<file path="config.mk">
export PLATFORM = sky130hd
export DESIGN_NAME = octree_morton_neighbor_id
export DESIGN_NICKNAME = d
export VERILOG_FILES = /design/src/rtl/onid_pkg.sv /design/src/rtl/onid_axis_step.sv /design/src/rtl/octree_morton_neighbor_id.sv
export SDC_FILE = /design/constraint.sdc
export NUM_CORES = 1
export LEC_CHECK = 0
export BUFFER_PORTS_ARGS = -buffer_cell sky130_fd_sc_hd__buf_2
export CAP_MARGIN = 30
export CORE_MARGIN = 1
export CORE_UTILIZATION = 48
export DETAILED_ROUTE_END_ITERATION = 12
export PLACE_DENSITY = 0.71
export SLEW_MARGIN = 5
export SYNTH_ARGS = -nofsm -noshare
export SYNTH_HDL_FRONTEND = slang
export SYNTH_HIERARCHICAL = 1
export SYNTH_SLANG_ARGS = --single-unit
</file>
<file path="constraint.sdc">
create_clock -name clock -period 2.1 [get_ports clock]
set_input_delay 0.105 -clock clock [delete_from_list [all_inputs] [get_ports clock]]
set_output_delay 0.105 -clock clock [all_outputs]
set_load 0.01 [all_outputs]
</file>
<file path="src/rtl/onid_pkg.sv">
`default_nettype none

package onid_pkg;

   // Width of a node id.
   localparam int ID_BITS = 64;
   localparam int DIR_BITS = 5;

   // Level marker: binary 101 with its top bit at MARKER_TOP_OFFSET + LEVEL_STRIDE * level.
   localparam logic [ID_BITS-1:0] MARKER_BASE = 64'h0000_0000_0140_0000;
   localparam int MARKER_TOP_OFFSET = 24;
   localparam int LEVEL_STRIDE = 3;
   localparam int NUM_AXES = 3;

   // Cycles from an accepted transaction to its result strobe.
   localparam int PIPE_DEPTH = 3;

   // Input and result transactions.
   typedef struct packed {
      logic [ID_BITS-1:0]  node_id;
      logic [DIR_BITS-1:0] direction;
   } req_type;

   typedef struct packed {
      logic [ID_BITS-1:0] neighbor_id;
      logic               id_error;
   } rsp_type;

   // Move on one axis: increment, decrement or neither.
   typedef struct packed {
      logic inc;
      logic dec;
   } axis_move_type;

   typedef struct packed {
      axis_move_type z;
      axis_move_type y;
      axis_move_type x;
   } move_type;

   localparam axis_move_type MV_UP = 2'b10;
   localparam axis_move_type MV_DN = 2'b01;
   localparam axis_move_type MV_NO = 2'b00;

   // Direction codes: faces, then edges, then corners.
   typedef enum logic [DIR_BITS-1:0] {
      DIR_EAST                = 5'd0,
      DIR_WEST                = 5'd1,
      DIR_NORTH               = 5'd2,
      DIR_SOUTH               = 5'd3,
      DIR_TOP                 = 5'd4,
      DIR_BOTTOM              = 5'd5,
      DIR_BOTTOM_NORTH        = 5'd6,
      DIR_BOTTOM_SOUTH        = 5'd7,
      DIR_TOP_NORTH           = 5'd8,
      DIR_TOP_SOUTH           = 5'd9,
      DIR_BOTTOM_EAST         = 5'd10,
      DIR_BOTTOM_WEST         = 5'd11,
      DIR_TOP_EAST            = 5'd12,
      DIR_TOP_WEST            = 5'd13,
      DIR_NORTH_EAST          = 5'd14,
      DIR_NORTH_WEST          = 5'd15,
      DIR_SOUTH_EAST          = 5'd16,
      DIR_SOUTH_WEST          = 5'd17,
      DIR_EAST_NORTH_TOP      = 5'd18,
      DIR_EAST_NORTH_BOTTOM   = 5'd19,
      DIR_EAST_SOUTH_TOP      = 5'd20,
      DIR_EAST_SOUTH_BOTTOM   = 5'd21,
      DIR_WEST_NORTH_TOP      = 5'd22,
      DIR_WEST_NORTH_BOTTOM   = 5'd23,
      DIR_WEST_SOUTH_TOP      = 5'd24,
      DIR_WEST_SOUTH_BOTTOM   = 5'd25
   } dir_type;

   // Per-axis moves of a direction code, listed as {z, y, x}.
   // Codes without a direction move on no axis.
   function automatic move_type dir_move(input logic [DIR_BITS-1:0] dir);
      move_type mv;
      case (dir)
         DIR_EAST:              mv = {MV_NO, MV_NO, MV_UP};
         DIR_WEST:              mv = {MV_NO, MV_NO, MV_DN};
         DIR_NORTH:             mv = {MV_NO, MV_UP, MV_NO};
         DIR_SOUTH:             mv = {MV_NO, MV_DN, MV_NO};
         DIR_TOP:               mv = {MV_UP, MV_NO, MV_NO};
         DIR_BOTTOM:            mv = {MV_DN, MV_NO, MV_NO};
         DIR_BOTTOM_NORTH:      mv = {MV_DN, MV_UP, MV_NO};
         DIR_BOTTOM_SOUTH:      mv = {MV_DN, MV_DN, MV_NO};
         DIR_TOP_NORTH:         mv = {MV_UP, MV_UP, MV_NO};
         DIR_TOP_SOUTH:         mv = {MV_UP, MV_DN, MV_NO};
         DIR_BOTTOM_EAST:       mv = {MV_DN, MV_NO, MV_UP};
         DIR_BOTTOM_WEST:       mv = {MV_DN, MV_NO, MV_DN};
         DIR_TOP_EAST:          mv = {MV_UP, MV_NO, MV_UP};
         DIR_TOP_WEST:          mv = {MV_UP, MV_NO, MV_DN};
         DIR_NORTH_EAST:        mv = {MV_NO, MV_UP, MV_UP};
         DIR_NORTH_WEST:        mv = {MV_NO, MV_UP, MV_DN};
         DIR_SOUTH_EAST:        mv = {MV_NO, MV_DN, MV_UP};
         DIR_SOUTH_WEST:        mv = {MV_NO, MV_DN, MV_DN};
         DIR_EAST_NORTH_TOP:    mv = {MV_UP, MV_UP, MV_UP};
         DIR_EAST_NORTH_BOTTOM: mv = {MV_DN, MV_UP, MV_UP};
         DIR_EAST_SOUTH_TOP:    mv = {MV_UP, MV_DN, MV_UP};
         DIR_EAST_SOUTH_BOTTOM: mv = {MV_DN, MV_DN, MV_UP};
         DIR_WEST_NORTH_TOP:    mv = {MV_UP, MV_UP, MV_DN};
         DIR_WEST_NORTH_BOTTOM: mv = {MV_DN, MV_UP, MV_DN};
         DIR_WEST_SOUTH_TOP:    mv = {MV_UP, MV_DN, MV_DN};
         DIR_WEST_SOUTH_BOTTOM: mv = {MV_DN, MV_DN, MV_DN};
         default:               mv = {MV_NO, MV_NO, MV_NO};
      endcase
      return mv;
   endfunction

endpackage

`default_nettype wire

</file>
<file path="src/rtl/onid_axis_step.sv">
`default_nettype none

// Gathers one interleaved coordinate out of the unmarked id and steps it by one when a move is given.
module onid_axis_step #(
   parameter int AXIS_BITS = 20,
   parameter int AXIS_SEL = 0
) (
   input  wire logic [onid_pkg::ID_BITS-1:0] work,
   input  wire onid_pkg::axis_move_type      move,
   output logic [AXIS_BITS-1:0]              coord_next
);
   import onid_pkg::*;

   logic [AXIS_BITS-1:0] coord;

   // Every third bit of the id belongs to this axis.
   always_comb begin
      for (int i = 0; i < AXIS_BITS; i++) begin
         coord[i] = work[NUM_AXES * i + AXIS_SEL];
      end
   end

   // The carry or borrow out of the top coordinate bit is dropped.
   always_comb begin
      if (move.inc) begin
         coord_next = coord + AXIS_BITS'(1);
      end else if (move.dec) begin
         coord_next = coord - AXIS_BITS'(1);
      end else begin
         coord_next = coord;
      end
   end

endmodule

`default_nettype wire

</file>
<file path="src/rtl/octree_morton_neighbor_id.sv">
// Octree neighbor lookup on Morton-coded node ids.
// Throughput: one transaction per cycle while busy is low; the three-stage pipeline
// never stalls. Stages: marker search and removal, coordinate step, marker restore.
// Reset clears all valid bits; busy stays high for the cycle after reset.
`default_nettype none

module octree_morton_neighbor_id #(
   parameter int MAX_LEVELS = 14,
   parameter int AXIS_BITS = 20
) (
   input  wire logic              clock,
   input  wire logic              reset,
   input  wire logic              start,
   input  wire onid_pkg::req_type req_data,
   output logic                   busy,
   output logic                   rsp_valid,
   output onid_pkg::rsp_type      rsp_data
);
   import onid_pkg::*;

   logic                    accept;
   logic [MAX_LEVELS-1:0]   level_hit;
   logic [ID_BITS-1:0]      marker_in;
   logic                    busy_ff;

   logic                    s1_valid_ff;
   logic [ID_BITS-1:0]      s1_work_ff;
   logic [ID_BITS-1:0]      s1_marker_ff;
   logic                    s1_error_ff;
   move_type                s1_move_ff;

   logic [AXIS_BITS-1:0]    coord_next [NUM_AXES];
   logic [ID_BITS-1:0]      s2_work_in;
   logic                    s2_valid_ff;
   logic [ID_BITS-1:0]      s2_work_ff;
   logic [ID_BITS-1:0]      s2_marker_ff;
   logic                    s2_error_ff;

   logic [ID_BITS-1:0]      neighbor_sum;
   rsp_type                 rsp_data_in;
   logic                    rsp_valid_ff;
   rsp_type                 rsp_data_ff;

   // The pipeline never stalls, so the block is busy only around reset.
   always_ff @(posedge clock) begin
      busy_ff <= reset;
   end

   assign busy = busy_ff;
   assign accept = start && !busy_ff;

   // Marker search: the top marker bit must be the highest set bit, followed by 0 then 1.
   for (genvar lvl = 0; lvl < MAX_LEVELS; lvl++) begin : g_level
      localparam int TOP = MARKER_TOP_OFFSET + LEVEL_STRIDE * lvl;
      assign level_hit[lvl] = ((req_data.node_id >> TOP) == ID_BITS'(1))
                              && !req_data.node_id[TOP-1] && req_data.node_id[TOP-2];
   end

   // At most one level can match, so the markers are simply merged.
   always_comb begin
      marker_in = '0;
      for (int lvl = 0; lvl < MAX_LEVELS; lvl++) begin
         if (level_hit[lvl]) begin
            marker_in = marker_in | (MARKER_BASE << (LEVEL_STRIDE * lvl));
         end
      end
   end

   // Stage one: valid bit.
   always_ff @(posedge clock) begin
      if (reset) begin
         s1_valid_ff <= 1'b0;
      end else begin
         s1_valid_ff <= accept;
      end
   end

   // Stage one: unmarked id, marker, error flag and decoded moves.
   always_ff @(posedge clock) begin
      s1_work_ff   <= req_data.node_id & ~marker_in;
      s1_marker_ff <= marker_in;
      s1_error_ff  <= ~|level_hit;
      s1_move_ff   <= dir_move(req_data.direction);
   end

   // Coordinate steppers, one for each axis.
   onid_axis_step #(.AXIS_BITS(AXIS_BITS), .AXIS_SEL(0)) u_step_x (
      .work       (s1_work_ff),
      .move       (s1_move_ff.x),
      .coord_next (coord_next[0])
   );

   onid_axis_step #(.AXIS_BITS(AXIS_BITS), .AXIS_SEL(1)) u_step_y (
      .work       (s1_work_ff),
      .move       (s1_move_ff.y),
      .coord_next (coord_next[1])
   );

   onid_axis_step #(.AXIS_BITS(AXIS_BITS), .AXIS_SEL(2)) u_step_z (
      .work       (s1_work_ff),
      .move       (s1_move_ff.z),
      .coord_next (coord_next[2])
   );

   // Scatter the stepped coordinates back; bits outside them are kept.
   always_comb begin
      s2_work_in = s1_work_ff;
      for (int a = 0; a < NUM_AXES; a++) begin
         for (int i = 0; i < AXIS_BITS; i++) begin
            s2_work_in[NUM_AXES * i + a] = coord_next[a][i];
         end
      end
   end

   // Stage two registers.
   always_ff @(posedge clock) begin
      if (reset) begin
         s2_valid_ff <= 1'b0;
      end else begin
         s2_valid_ff <= s1_valid_ff;
      end
   end

   always_ff @(posedge clock) begin
      s2_work_ff   <= s2_work_in;
      s2_marker_ff <= s1_marker_ff;
      s2_error_ff  <= s1_error_ff;
   end

   // The marker goes back by a wrapping add, since a step may have carried into its bits.
   assign neighbor_sum = s2_work_ff + s2_marker_ff;

   always_comb begin
      if (s2_error_ff) begin
         rsp_data_in.neighbor_id = '0;
         rsp_data_in.id_error    = 1'b1;
      end else begin
         rsp_data_in.neighbor_id = neighbor_sum;
         rsp_data_in.id_error    = 1'b0;
      end
   end

   // Output register: the strobe lasts one cycle per transaction.
   always_ff @(posedge clock) begin
      if (reset) begin
         rsp_valid_ff <= 1'b0;
      end else begin
         rsp_valid_ff <= s2_valid_ff;
      end
   end

   always_ff @(posedge clock) begin
      rsp_data_ff <= rsp_data_in;
   end

   assign rsp_valid = rsp_valid_ff;
   assign rsp_data  = rsp_data_ff;

endmodule

`default_nettype wire

</file>
======== Word-level counts from Yosys, hierarchy flattened ========
Memory sizes are Yosys's and may differ from the RTL's. A register that Yosys moved wholly into a read port is not among the register bits.
Cells that the tools add are included.
storage, ports and cells
  bits of input ports ..................... 72
  bits in read-only memories .............. 192
  word-level logic and storage cells ...... 102
  output and inout bits ................... 67
  bits in writable memories ............... 0
  bits in latches ......................... 0
  memories ................................ 1
  register bits ........................... 327
operators by class
  divide/modulo/power cells ............... 0
  muxes and demuxes ....................... 21
  add/subtract/negate cells ............... 7
  $lt $le $gt $ge ......................... 0
  equal/unequal tests ..................... 13
  multiply operators ...................... 0
  bitwise operators ....................... 2
  reductions and logical operators ........ 46
  shift-type cells ........................ 0
memory list
  name              depth  width  read ports  clocked after memory_dff  write ports  line            source
  (name not given)  32     6      1           1                         0            onid_pkg.sv:79  case (dir)
operator list
  operator                                                                count
  20-bit two-way mux                                                      6
  64-bit adder                                                            1
  64-bit AND                                                              1
  64-bit two-way mux                                                      1
  64-bit NOT                                                              1
  61-bit two-way mux                                                      1
  20-bit by 1-bit adder with 20-bit output, second input constant         3
  20-bit by 1-bit subtractor with 20-bit output, second input constant    3
  58-bit two-way mux                                                      1
  55-bit two-way mux                                                      1
  52-bit two-way mux                                                      1
  49-bit two-way mux                                                      1
  46-bit two-way mux                                                      1
  43-bit two-way mux                                                      1
  40-bit by 1-bit equality test with 1-bit output, second input constant  1
  40-bit two-way mux                                                      1
  37-bit by 1-bit equality test with 1-bit output, second input constant  1
  37-bit two-way mux                                                      1
  34-bit by 1-bit equality test with 1-bit output, second input constant  1
  34-bit two-way mux                                                      1
  31-bit by 1-bit equality test with 1-bit output, second input constant  1
  31-bit two-way mux                                                      1
  1-bit logical AND                                                       29
  28-bit by 1-bit equality test with 1-bit output, second input constant  1
  other kinds (13)                                                        28

======== Longest topological paths before layout ========
Gate-level depths: netlist (run 1).
  depth after elaboration ................. 19
  mapped depth ............................ 9
  mapped depth without buffers ............ 9

======== Modules after synthesis ========
Netlist (run 1), hierarchy kept.
by module, submodules not included
  module                         area each (µm²)  times used  sequential area each (µm²)  cells an instance
  octree_morton_neighbor_id      7801.2           1           4664.5                      711
  onid_axis_step (u_step_x ...)  724.4            2           0.0                         106
  onid_axis_step (u_step_z)      636.9            1           0.0                         98

======== Least setup slack after synthesis (run 1) ========
OpenSTA, ideal clock, no wires.
  path type ............................... register to register
  start point ............................. register s2_marker_ff[24]
  end point ............................... register rsp_data_ff (netlist bit rsp_data[59])
  data required time ...................... 1.977 ns
  slack ................................... -0.155 ns
  clock period less this slack ............ 2.255 ns
  arrival ................................. 2.132 ns
  buffers on the path ..................... 0
  cell stages (with the launch flop) ...... 10
  library setup time ...................... 0.123 ns
  cells stage by stage .................... dfxtp_1 > ha_1 > ha_1 > a211oi_1 > o31ai_1 > a211o_1 > a22o_1 > a22oi_2 > o21ai_1 > mux2_1
between the ends
  longest elaborated chain between the ends .. 1
RTL lines
  what                    line                              source
  start, declared         octree_morton_neighbor_id.sv:36   logic [ID_BITS-1:0] s2_marker_ff;
  start signal, assigned  octree_morton_neighbor_id.sv:126  s2_marker_ff <= s1_marker_ff;
  64-bit adder            octree_morton_neighbor_id.sv:131  assign neighbor_sum = s2_work_ff + s2_marker_ff;
  end signal, assigned    octree_morton_neighbor_id.sv:153  rsp_data_ff <= rsp_data_in;
  end, declared           octree_morton_neighbor_id.sv:42   rsp_type rsp_data_ff;
Every way passes these cells.
A chain may end at the register's enable or synchronous reset.

======== Worst setup path after layout (run 1) ========
  start point ............................. register s2_marker_ff[36]
  end point ............................... register rsp_data_ff (netlist bit rsp_data[58])
The elaborated chain is that of the path after synthesis.

==> metrics.txt, run 1 <==
# TYPE chip_impl_metric gauge
chip_impl_info{name="worstSetupEndpointType",value="flop"} 1
chip_impl_metric{name="grt_pass1_vias",unit=""} 8187
chip_impl_metric{name="clock_slew_at_reported_path_ffs",unit="ns"} 0.06
chip_impl_info{name="clock_tree.root_cell",value="clkbuf_16"} 1
chip_impl_metric{name="max_slew_headroom",unit=""} 0.623
chip_impl_info{name="layout_commonest_cell",value="dfxtp_1"} 1
chip_impl_metric{name="hold_depth",unit=""} 2
chip_impl_metric{name="final_cell_count_no_fill",unit=""} 1589
chip_impl_metric{name="combinationalPowerShare",unit=""} 0.091
chip_impl_metric{name="p_sw_frac",unit=""} 0.241
chip_impl_metric{name="post-layout-total-power",unit="W"} 0.00968
chip_impl_metric{name="asyncSetResetFlopFracSynth",unit=""} 0
chip_impl_metric{name="final_max_slew_viol_count",unit=""} 0
chip_impl_info{name="setup_repair_after_global_routing_missed_its_margin",value="true"} 1
chip_impl_metric{name="grt_max_degree",unit=""} 36
chip_impl_metric{name="clkPwrFrac",unit=""} 0.409
chip_impl_metric{name="max_cap_violations",unit=""} 0
chip_impl_metric{name="gr-usage-met2",unit=""} 0.403
chip_impl_metric{name="synth_seq_area_share",unit=""} 0.472
chip_impl_metric{name="netlist_instances",unit=""} 1021
chip_impl_metric{name="postLayoutCoreUtil",unit=""} 0.662
chip_impl_metric{name="antenna_found_initial",unit=""} 0
chip_impl_metric{name="fp.dieArea",unit="um2"} 21200
chip_impl_metric{name="arrival",unit="ns"} 2.67
chip_impl_metric{name="finalHoldViolations",unit=""} 0
chip_impl_info{name="synthFlopType",value="dfxtp_1"} 1
chip_impl_metric{name="num_vias",unit=""} 8635
chip_impl_metric{name="fin_tns_setup",unit="ns"} -1.45
chip_impl_metric{name="place_inst",unit=""} 1464
chip_impl_info{name="regToRegEndpoint",value="rsp_data[58]"} 1
chip_impl_metric{name="io_buffers",unit=""} 138
chip_impl_info{name="worst_r2r_startpoint",value="s2_marker_ff[36]"} 1
chip_impl_metric{name="seq_pwr_share",unit=""} 0.499
chip_impl_info{name="status",value="finished with violations"} 1
chip_impl_metric{name="hpwl",unit="mm"} 17.6
chip_impl_info{name="grt_busiest_layer",value="met2"} 1
chip_impl_metric{name="max_clock_freq",unit="MHz"} 441
chip_impl_metric{name="antenna_violating_nets_post_route",unit=""} 0
chip_impl_info{name="critPathLaunchType",value="flop"} 1
chip_impl_metric{name="die_x",unit="um"} 146
chip_impl_metric{name="count_of_flip_flops_with_a_built_in_enable_after_synthesis",unit=""} 0
chip_impl_metric{name="met3_usage",unit=""} 0.0326
chip_impl_metric{name="groute.usage.overall",unit=""} 0.239
chip_impl_metric{name="io-pin-count",unit=""} 139
chip_impl_metric{name="start_util",unit=""} 0.489
chip_impl_metric{name="ir_drop",unit="uV"} 670
chip_impl_metric{name="met1_usage",unit=""} 0.312
chip_impl_metric{name="cellInternalPower",unit="W"} 0.00735
chip_impl_metric{name="power-per-cell-area",unit="nW/um2"} 723
chip_impl_metric{name="yosys.cell_types.count",unit=""} 84
chip_impl_metric{name="coreArea",unit="um2"} 20200
chip_impl_metric{name="synth.yosys.warnings",unit=""} 6
chip_impl_metric{name="final_worst_path_period_need",unit="ns"} 2.27
chip_impl_metric{name="cellLeakagePower",unit="nW"} 5.61
chip_impl_metric{name="cts_sinks",unit=""} 233
chip_impl_metric{name="detail_routed_net_length_per_standard_cell",unit="um"} 16.4
chip_impl_metric{name="final_net_count",unit=""} 1410
chip_impl_info{name="min-delay-path-class",value="in2reg"} 1
chip_impl_info{name="violations",value="setup timing"} 1
chip_impl_metric{name="netSwitchingPower",unit="W"} 0.00233
chip_impl_metric{name="clockBufferDepth",unit=""} 3
chip_impl_metric{name="ys_seq_elements",unit=""} 233
chip_impl_info{name="most_used_cells_in_the_layout_excluding_fill_and_tap_cells",value="222 x dfxtp_1, 138 x buf_2, 82 x dlygate4sd3_1"} 1
chip_impl_metric{name="cts_htree_levels",unit=""} 1
chip_impl_metric{name="final.period_utilization",unit=""} 1.08
chip_impl_metric{name="grt_pass1_wl",unit="mm"} 41.3
chip_impl_metric{name="route.final.wire_length",unit="mm"} 26.0
chip_impl_metric{name="synthesis.nets",unit=""} 1127
chip_impl_info{name="criticalPathCategory",value="reg2reg"} 1
chip_impl_metric{name="die_height",unit="um"} 146
chip_impl_metric{name="synth_area",unit="um2"} 9890
chip_impl_metric{name="first_pass_iters",unit=""} 5
chip_impl_metric{name="fin_worst_hold_slack",unit="ns"} 0.218
chip_impl_metric{name="worst_r2r_path_depth",unit=""} 8
chip_impl_metric{name="critical_path_peak_fanout",unit=""} 5
chip_impl_metric{name="gpl.final_weighted_congestion",unit=""} 0.924
chip_impl_metric{name="worst_slew_pin_slew",unit="ns"} 0.561
chip_impl_metric{name="ff2ff_setup_slack",unit="ns"} -0.17
chip_impl_metric{name="cts_made_buffers",unit=""} 23
chip_impl_metric{name="clk_latency",unit="ns"} 0.52
chip_impl_metric{name="overflow",unit=""} 0
chip_impl_metric{name="fraction_of_final_layout_cells_with_drive_strength_greater_than_1",unit=""} 0.287
chip_impl_metric{name="fill_cells",unit=""} 1536
chip_impl_info{name="whs_endpoint",value="s1_work_ff[12]"} 1
chip_impl_metric{name="detailedRoute.firstIterationViolations",unit=""} 583
chip_impl_metric{name="setup-violations-final",unit=""} 18
chip_impl_info{name="worst_hold_startpoint",value="req_data[17]"} 1
chip_impl_info{name="cts_tree",value="done"} 1
chip_impl_metric{name="area_growth_syn_to_layout",unit="%"} 35.5
chip_impl_metric{name="finalClockSkew",unit="ns"} 0.0151
chip_impl_metric{name="antenna_cells_inserted",unit=""} 0
chip_impl_metric{name="rows",unit=""} 52
chip_impl_metric{name="post_synth.cell_area_avg",unit="um2"} 9.68
chip_impl_metric{name="vias_per_std_cell",unit=""} 5.43
chip_impl_metric{name="drc_errors",unit=""} 0
chip_impl_metric{name="critical_path_required",unit="ns"} 2.50
chip_impl_metric{name="post-route-worst-setup-slack",unit="ns"} -0.169
metrics by stage:
step	cell area [um2]	setup WS, ns
CTS	13100	-0.119
global route	13400	-0.273
global placement	11300	-0.132
finish	13400	-0.169
detailed placement	11300	-0.167
floorplan	9940	-0.0637
state kept, by name, summed over array words and instances, names as in the netlist:
| signal | count |
|---|---|
| s2_work_ff | 64 |
| s1_move_ff | 6 |
| s2_valid_ff | 1 |
| s1_error_ff | 1 |
| s1_marker_ff | 14 |
| rsp_data | 65 |
| s1_work_ff | 64 |
| rsp_valid | 1 |
| s2_error_ff | 1 |
| s1_valid_ff | 1 |
| s2_marker_ff | 14 |
| busy | 1 |
routing by layer:
metal	share of wire	vias up
met3	0.051	61
met4	0.028	0
met5	0	-
li1	-	4268
met2	0.47	320
met1	0.45	3986
worst max-delay path: stages (launching register included):
cell,delay (ns)
dfxtp_2,0.34
ha_4,0.31
nand4_1,0.20
nand3_2,0.22
o211ai_4,0.13
a211oi_4,0.32
a311oi_2,0.15
nor2_2,0.17
mux2_4,0.31
synthesized netlist by cell type, drive strengths merged, types with 9 or more instances:
cell type  instances  area [um2]
and4              13         114
nor2              78         300
xnor2             45         394
buf               13        95.1
a31oi             17         106
xor2              47         412
nor2b             39         244
clkbuf            26        97.6
nand2             60         230
nand3             40         230
or4                9        86.3
nand4             25         169
nor3              37         200
dfxtp            233        4660
a21boi            18         135
and2               9        57.6
inv               22        82.6
a21oi             41         216
nor4              12         100
ha                34         425
o21ai             39         199
and3              25         158
o22ai             18         125
worst max path at each step:
stage                                start      endpoint  slack (ns)  depth (start not counted)
after floorplan           s2_marker_ff[24]  rsp_data[59]       -0.06                          9
final                     s2_marker_ff[36]  rsp_data[58]       -0.17                          8
after detailed placement  s2_marker_ff[36]  rsp_data[58]       -0.17                          8
after global placement    s2_marker_ff[24]  rsp_data[59]       -0.13                          9
after CTS                 s2_marker_ff[24]  rsp_data[59]       -0.12                          9
after global routing      s2_marker_ff[36]  rsp_data[58]       -0.27                          8
area by class of cell:
cell class	count	area (um2)	area share
clock buffers	28	624	0.0466
clock inverters	12	109	0.00812
inverters	22	82.6	0.00616
multi-input cells	727	5470	0.408
flip-flops and latches	233	4680	0.349
well taps	270	338	0.0252
repair buffers	297	2100	0.156
power groups by stage:
stage / clock network, W / registers (W) / logic (W)
finish: 0.00396 / 0.00484 / 0.000886
global route: 0.00425 / 0.00486 / 0.000963
CTS: 0.00403 / 0.00483 / 0.000846
detailed placement: 0 / 0.00492 / 0.000707
global placement: 0 / 0.00492 / 0.000699
floorplan: 0 / 0.00487 / 0.000445
kinds of logic (layout without fill, tap and decap cells):
kind of cell / Yosys count / count (layout) / synth area share
simple gates: 386 / 386 / 0.220
flops: 233 / 233 / 0.472
compound gates: 207 / 207 / 0.147
xor+xnor: 92 / 92 / 0.0815
buf+inv: 61 / 359 / 0.0278
fa+ha+maj: 34 / 34 / 0.0430
mux: 8 / 8 / 0.00861
repair_timing:
item,in CTS,in global routing
resized for setup,37,57
endpoints found under the hold margin,88,0
setup endpoints to repair,23,44
pin swaps,21,30
setup buffers,0,6
hold buffers,82,0
Note: power is estimated with default switching activity, not from simulation.
==> inputs of run 2 (changes only) <==
--- a/config.mk
+++ b/config.mk
@@ -7,10 +7,12 @@
 export LEC_CHECK = 0
 export BUFFER_PORTS_ARGS = -buffer_cell sky130_fd_sc_hd__buf_2
 export CAP_MARGIN = 30
+export CELL_PAD_IN_SITES_DETAIL_PLACEMENT = 0
+export CELL_PAD_IN_SITES_GLOBAL_PLACEMENT = 2
 export CORE_MARGIN = 1
-export CORE_UTILIZATION = 48
+export CORE_UTILIZATION = 32
 export DETAILED_ROUTE_END_ITERATION = 12
-export PLACE_DENSITY = 0.71
+export PLACE_DENSITY_LB_ADDON = 0.1
 export SLEW_MARGIN = 5
 export SYNTH_ARGS = -nofsm -noshare
 export SYNTH_HDL_FRONTEND = slang
==> metrics.txt, run 2 (synthesis results as in run 1) <==
# TYPE chip_impl_metric gauge
chip_impl_metric{name="cellLeakagePower",unit="nW"} 5.89
chip_impl_metric{name="postLayoutCellArea",unit="um2"} 14000
chip_impl_metric{name="worst_r2r_path_depth",unit=""} 9
chip_impl_metric{name="cts_made_buffers",unit=""} 27
chip_impl_info{name="cts_tree",value="done"} 1
chip_impl_metric{name="overflow",unit=""} 0
chip_impl_metric{name="vias_per_std_cell",unit=""} 4.82
chip_impl_metric{name="max_cap_violations",unit=""} 0
chip_impl_metric{name="start_util",unit=""} 0.329
chip_impl_metric{name="p_sw_frac",unit=""} 0.231
chip_impl_info{name="critPathLaunchType",value="flop"} 1
chip_impl_metric{name="cts_sinks",unit=""} 233
chip_impl_metric{name="power-per-cell-area",unit="nW/um2"} 755
chip_impl_metric{name="finalHoldViolations",unit=""} 0
chip_impl_info{name="layout_commonest_cell",value="dfxtp_1"} 1
chip_impl_metric{name="seq_pwr_share",unit=""} 0.458
chip_impl_info{name="min-delay-path-class",value="in2reg"} 1
chip_impl_metric{name="final_net_count",unit=""} 1453
chip_impl_metric{name="grt_pass1_wl",unit="mm"} 43.7
chip_impl_metric{name="cellInternalPower",unit="W"} 0.00813
chip_impl_metric{name="antenna_violating_nets_post_route",unit=""} 0
chip_impl_metric{name="area_growth_syn_to_layout",unit="%"} 41.5
chip_impl_metric{name="detailedRoute.firstIterationViolations",unit=""} 309
chip_impl_metric{name="critical_path_required",unit="ns"} 2.52
chip_impl_metric{name="final_worst_path_period_need",unit="ns"} 2.22
chip_impl_metric{name="final.period_utilization",unit=""} 1.06
chip_impl_info{name="status",value="finished with violations"} 1
chip_impl_info{name="violations",value="setup timing"} 1
chip_impl_metric{name="clk_latency",unit="ns"} 0.54
chip_impl_info{name="criticalPathCategory",value="reg2reg"} 1
chip_impl_metric{name="io-pin-count",unit=""} 139
chip_impl_metric{name="clock_slew_at_reported_path_ffs",unit="ns"} 0.06
chip_impl_metric{name="fin_worst_hold_slack",unit="ns"} 0.201
chip_impl_metric{name="coreArea",unit="um2"} 30000
chip_impl_metric{name="num_vias",unit=""} 8472
chip_impl_metric{name="setup-violations-final",unit=""} 16
chip_impl_metric{name="gpl.final_weighted_congestion",unit=""} 0.829
chip_impl_metric{name="die_height",unit="um"} 178
chip_impl_info{name="most_used_cells_in_the_layout_excluding_fill_and_tap_cells",value="225 x dfxtp_1, 138 x buf_2, 113 x buf_4"} 1
chip_impl_info{name="clock_tree.root_cell",value="clkbuf_16"} 1
chip_impl_info{name="worstSetupEndpointType",value="flop"} 1
chip_impl_metric{name="grt_pass1_vias",unit=""} 8193
chip_impl_metric{name="rows",unit=""} 63
chip_impl_metric{name="antenna_cells_inserted",unit=""} 0
chip_impl_metric{name="postLayoutCoreUtil",unit=""} 0.466
chip_impl_metric{name="number_of_flip_flops_in_the_largest_register",unit=""} 65
chip_impl_metric{name="groute.usage.overall",unit=""} 0.175
chip_impl_metric{name="grt_max_degree",unit=""} 38
chip_impl_metric{name="post-route-worst-setup-slack",unit="ns"} -0.120
chip_impl_metric{name="io_buffers",unit=""} 138
chip_impl_metric{name="cts_htree_levels",unit=""} 1
chip_impl_metric{name="finalClockSkew",unit="ns"} 0.00890
chip_impl_metric{name="clkPwrFrac",unit=""} 0.456
chip_impl_metric{name="fp.dieArea",unit="um2"} 31600
chip_impl_metric{name="route.final.wire_length",unit="mm"} 27.7
chip_impl_metric{name="hpwl",unit="mm"} 21.0
chip_impl_metric{name="max_clock_freq",unit="MHz"} 450
chip_impl_metric{name="arrival",unit="ns"} 2.64
chip_impl_metric{name="detail_routed_net_length_per_standard_cell",unit="um"} 15.8
chip_impl_metric{name="fin_tns_setup",unit="ns"} -0.891
chip_impl_info{name="setup_repair_after_global_routing_missed_its_margin",value="true"} 1
chip_impl_metric{name="combinationalPowerShare",unit=""} 0.086
chip_impl_metric{name="drc_errors",unit=""} 0
chip_impl_metric{name="ir_drop",unit="uV"} 534
chip_impl_metric{name="fraction_of_final_layout_cells_with_drive_strength_greater_than_1",unit=""} 0.301
chip_impl_metric{name="hold_depth",unit=""} 2
chip_impl_metric{name="pre_cts_ws",unit="ns"} -0.236
chip_impl_metric{name="netSwitchingPower",unit="W"} 0.00244
chip_impl_metric{name="die_x",unit="um"} 178
chip_impl_metric{name="antenna_found_initial",unit=""} 3
chip_impl_metric{name="worst_slew_pin_slew",unit="ns"} 0.482
chip_impl_metric{name="critical_path_peak_fanout",unit=""} 4
chip_impl_metric{name="max_slew_headroom",unit=""} 0.674
chip_impl_metric{name="first_pass_iters",unit=""} 5
chip_impl_metric{name="final_max_slew_viol_count",unit=""} 0
chip_impl_metric{name="clockBufferDepth",unit=""} 3
chip_impl_metric{name="placed_cell_area",unit="um2"} 11700
-- run 2: power by group through the flow --
stage,clock (W),sequential [W],combinational [W]
floorplan,0,0.00487,0.000445
global placement,0,0.00493,0.000762
detailed placement,0,0.00493,0.000759
CTS,0.00497,0.00483,0.000899
global route,0.00516,0.00487,0.00101
finish,0.00482,0.00484,0.000911
-- run 2: layout make-up --
| type | count | area (um2) |
|---|---|---|
| fillers | 2916 | 16000 |
| flip-flops and latches | 233 | 4680 |
| inverters | 22 | 82.6 |
| repair buffers | 336 | 2390 |
| clock buffers | 39 | 801 |
| multi-input cells | 727 | 5410 |
| well taps | 390 | 488 |
| clock inverters | 10 | 135 |
-- run 2: timing repair --
item,CTS,global route
resized for setup,39,35
endpoints found under the hold margin,88,0
hold buffers,83,0
pin swaps,30,15
setup buffers,7,4
setup endpoints to repair,23,34
-- run 2: worst paths after layout --
path	startpoint	end	slack, ns
worst max-delay path	s2_marker_ff[24]	rsp_data[59]	-0.12
worst min-delay path	req_data[8]	s1_work_ff[3]	0.20
worst max register to register	s2_marker_ff[24]	rsp_data[59]	-0.12
worst min register to register	s1_marker_ff[24]	s2_marker_ff[24]	0.32
-- run 2: metrics by stage --
| step | instances | total power [W] |
|---|---|---|
| floorplan | 1021 | 0.00531 |
| global placement | 1614 | 0.00569 |
| detailed placement | 1614 | 0.00569 |
| CTS | 1753 | 0.0107 |
| global route | 1757 | 0.0110 |
| finish | 1757 | 0.0106 |
-- run 2: critical path: stages (launching register included) --
cell	delay, ns
dfxtp_2	0.34
ha_4	0.17
ha_4	0.16
a211oi_2	0.18
o31ai_1	0.10
a211o_1	0.30
a22o_4	0.25
a22oi_2	0.20
o21ai_1	0.09
mux2_1	0.31
-- run 2: per-layer routing --
layer	vias up	global-route usage	part of all wire
met1	3946	0.239	0.48
li1	4342	-	-
met4	0	0.0452	0.019
met2	147	0.288	0.47
met3	37	0.0257	0.039
met5	-	0	0
==> inputs of run 3 (changes only) <==
--- a/config.mk
+++ b/config.mk
@@ -13,6 +13,7 @@
 export CORE_UTILIZATION = 32
 export DETAILED_ROUTE_END_ITERATION = 12
 export PLACE_DENSITY_LB_ADDON = 0.1
+export SETUP_SLACK_MARGIN = 0.4
 export SLEW_MARGIN = 5
 export SYNTH_ARGS = -nofsm -noshare
 export SYNTH_HDL_FRONTEND = slang
==> metrics.txt, run 3 (synthesis results as in run 1) <==
# TYPE chip_impl_metric gauge
chip_impl_info{name="status",value="finished with violations"} 1
chip_impl_info{name="violations",value="setup timing"} 1
chip_impl_metric{name="groute.usage.overall",unit=""} 0.178
chip_impl_metric{name="setup-violations-final",unit=""} 19
chip_impl_info{name="layout_commonest_cell",value="dfxtp_1"} 1
chip_impl_metric{name="ir_drop",unit="uV"} 792
chip_impl_metric{name="gpl.final_weighted_congestion",unit=""} 0.838
chip_impl_metric{name="max_slew_headroom",unit=""} 0.597
chip_impl_metric{name="io_buffers",unit=""} 138
chip_impl_metric{name="die_height",unit="um"} 178
chip_impl_metric{name="critical_path_peak_fanout",unit=""} 5
chip_impl_metric{name="max_cap_violations",unit=""} 0
chip_impl_metric{name="combinationalPowerShare",unit=""} 0.088
chip_impl_metric{name="cellLeakagePower",unit="nW"} 6.17
chip_impl_metric{name="clockBufferDepth",unit=""} 3
chip_impl_metric{name="cts_made_buffers",unit=""} 27
chip_impl_metric{name="number_of_flip_flops_in_the_largest_register",unit=""} 65
chip_impl_metric{name="finalClockSkew",unit="ns"} 0.0148
chip_impl_metric{name="fp.dieArea",unit="um2"} 31600
chip_impl_info{name="setup.worst_path.start",value="s2_marker_ff[27]"} 1
chip_impl_metric{name="grt_pass1_vias",unit=""} 8411
chip_impl_info{name="worst_hold_startpoint",value="req_data[56]"} 1
chip_impl_metric{name="cts_sinks",unit=""} 233
chip_impl_metric{name="final_max_slew_viol_count",unit=""} 0
chip_impl_metric{name="power-per-cell-area",unit="nW/um2"} 742
chip_impl_info{name="criticalPathCategory",value="reg2reg"} 1
chip_impl_metric{name="fill_cells",unit=""} 2880
chip_impl_metric{name="drc_errors",unit=""} 0
chip_impl_metric{name="coreArea",unit="um2"} 30000
chip_impl_metric{name="first_pass_iters",unit=""} 5
chip_impl_metric{name="netSwitchingPower",unit="W"} 0.00253
chip_impl_metric{name="antenna_found_initial",unit=""} 1
chip_impl_info{name="most_used_cells_in_the_layout_excluding_fill_and_tap_cells",value="199 x dfxtp_1, 138 x buf_2, 117 x buf_4"} 1
chip_impl_info{name="min-delay-path-class",value="in2reg"} 1
chip_impl_metric{name="clock_slew_at_reported_path_ffs",unit="ns"} 0.06
chip_impl_info{name="worstSetupEndpointType",value="flop"} 1
chip_impl_metric{name="fraction_of_final_layout_cells_with_drive_strength_greater_than_1",unit=""} 0.361
chip_impl_metric{name="clkPwrFrac",unit=""} 0.466
chip_impl_info{name="clock_tree.root_cell",value="clkbuf_16"} 1
chip_impl_metric{name="critical_path_required",unit="ns"} 2.53
chip_impl_metric{name="postLayoutCoreUtil",unit=""} 0.487
chip_impl_metric{name="overflow",unit=""} 0
chip_impl_metric{name="rows",unit=""} 63
chip_impl_info{name="worst_r2r_startpoint",value="s2_marker_ff[27]"} 1
chip_impl_metric{name="die_x",unit="um"} 178
chip_impl_metric{name="cts_htree_levels",unit=""} 1
chip_impl_metric{name="p_sw_frac",unit=""} 0.233
chip_impl_metric{name="io-pin-count",unit=""} 139
chip_impl_metric{name="fin_worst_hold_slack",unit="ns"} 0.0423
chip_impl_metric{name="finalHoldViolations",unit=""} 0
chip_impl_metric{name="final_cell_count_no_fill",unit=""} 1771
chip_impl_info{name="setup_repair_after_global_routing_missed_its_margin",value="true"} 1
chip_impl_info{name="critPathLaunchType",value="flop"} 1
chip_impl_metric{name="detailedRoute.firstIterationViolations",unit=""} 404
chip_impl_metric{name="final_net_count",unit=""} 1465
chip_impl_metric{name="max_clock_freq",unit="MHz"} 448
chip_impl_metric{name="multi_input_comb_area",unit="um2"} 5800
chip_impl_metric{name="route.final.wire_length",unit="mm"} 28.1
chip_impl_metric{name="start_util",unit=""} 0.329
chip_impl_metric{name="arrival",unit="ns"} 2.66
chip_impl_metric{name="worst_slew_pin_slew",unit="ns"} 0.595
chip_impl_metric{name="final.period_utilization",unit=""} 1.06
chip_impl_metric{name="hpwl",unit="mm"} 21.0
chip_impl_metric{name="place_inst",unit=""} 1613
chip_impl_info{name="cts_tree",value="done"} 1
chip_impl_metric{name="post-route-worst-setup-slack",unit="ns"} -0.133
chip_impl_metric{name="sequential_cell_area",unit="um2"} 4730
chip_impl_metric{name="area_growth_syn_to_layout",unit="%"} 47.9
chip_impl_metric{name="grt_pass1_wl",unit="mm"} 44.2
chip_impl_metric{name="vias_per_std_cell",unit=""} 4.79
chip_impl_metric{name="cellInternalPower",unit="W"} 0.00832
chip_impl_metric{name="num_vias",unit=""} 8488
chip_impl_metric{name="clk_latency",unit="ns"} 0.54
chip_impl_metric{name="detail_routed_net_length_per_standard_cell",unit="um"} 15.9
chip_impl_metric{name="antenna_violating_nets_post_route",unit=""} 0
chip_impl_metric{name="grt_max_degree",unit=""} 32
chip_impl_metric{name="final_worst_path_period_need",unit="ns"} 2.23
chip_impl_metric{name="seq_pwr_share",unit=""} 0.447
-- run 3: critical path, stage by stage (launching register included) --
cell and delay, ns:
dfxtp_4 0.36, ha_4 0.30, nand4_1 0.17, a21oi_4 0.22
o211ai_2 0.13, a211oi_4 0.31, a311oi_2 0.16, nor2_1 0.15
mux2_1 0.32
-- run 3: final timing paths --
check / cells past startpoint / slack [ns] / to
worst min-delay path: 5 / 0.04 / s1_marker_ff[48]
worst max register to register: 8 / -0.13 / rsp_data[58]
worst min register to register: 0 / 0.33 / s2_marker_ff[54]
worst max-delay path: 8 / -0.13 / rsp_data[58]
-- run 3: metal layers --
layer,share of wire,GRT usage
met5,0,0
met4,0.022,0.0509
met3,0.033,0.0253
met2,0.47,0.296
met1,0.48,0.237
-- run 3: power groups by stage --
| stage | clock network (W) | registers (W) | logic [W] |
|---|---|---|---|
| detailed placement | 0 | 0.00493 | 0.000779 |
| finish | 0.00505 | 0.00485 | 0.000954 |
| CTS | 0.00521 | 0.00484 | 0.000924 |
| floorplan | 0 | 0.00487 | 0.000458 |
| global route | 0.00539 | 0.00488 | 0.00105 |
| global placement | 0 | 0.00493 | 0.000784 |
-- run 3: cell type report --
type,instances,area share
Antenna cell,1,0.000171
Tap cell,390,0.0334
Clock buffer,37,0.0522
Sequential cell,233,0.324
Inverter,22,0.00565
Multi-Input combinational cell,727,0.397
Clock inverter,13,0.0151
Timing Repair Buffer,348,0.173
-- run 3: per-stage QoR --
stage	power, W	area (um2)	TNS [ns]	worst slack (ns)
finish	0.0109	14600	-1.24	-0.133
global route	0.0113	14600	-3.25	-0.213
CTS	0.0110	14100	-1.44	-0.173
detailed placement	0.00571	11900	-1.64	-0.209
global placement	0.00571	11900	-1.63	-0.200
floorplan	0.00533	10100	-0.0623	-0.0623
-- run 3: what timing repair did --
item | in CTS | in global routing
setup endpoints to repair | 57 | 87
pin swaps | 28 | 36
endpoints found under the hold margin | 89 | 9
resized for setup | 79 | 86
hold buffers | 81 | 7
cloned | 0 | 0
buffers inserted | 11 | 14
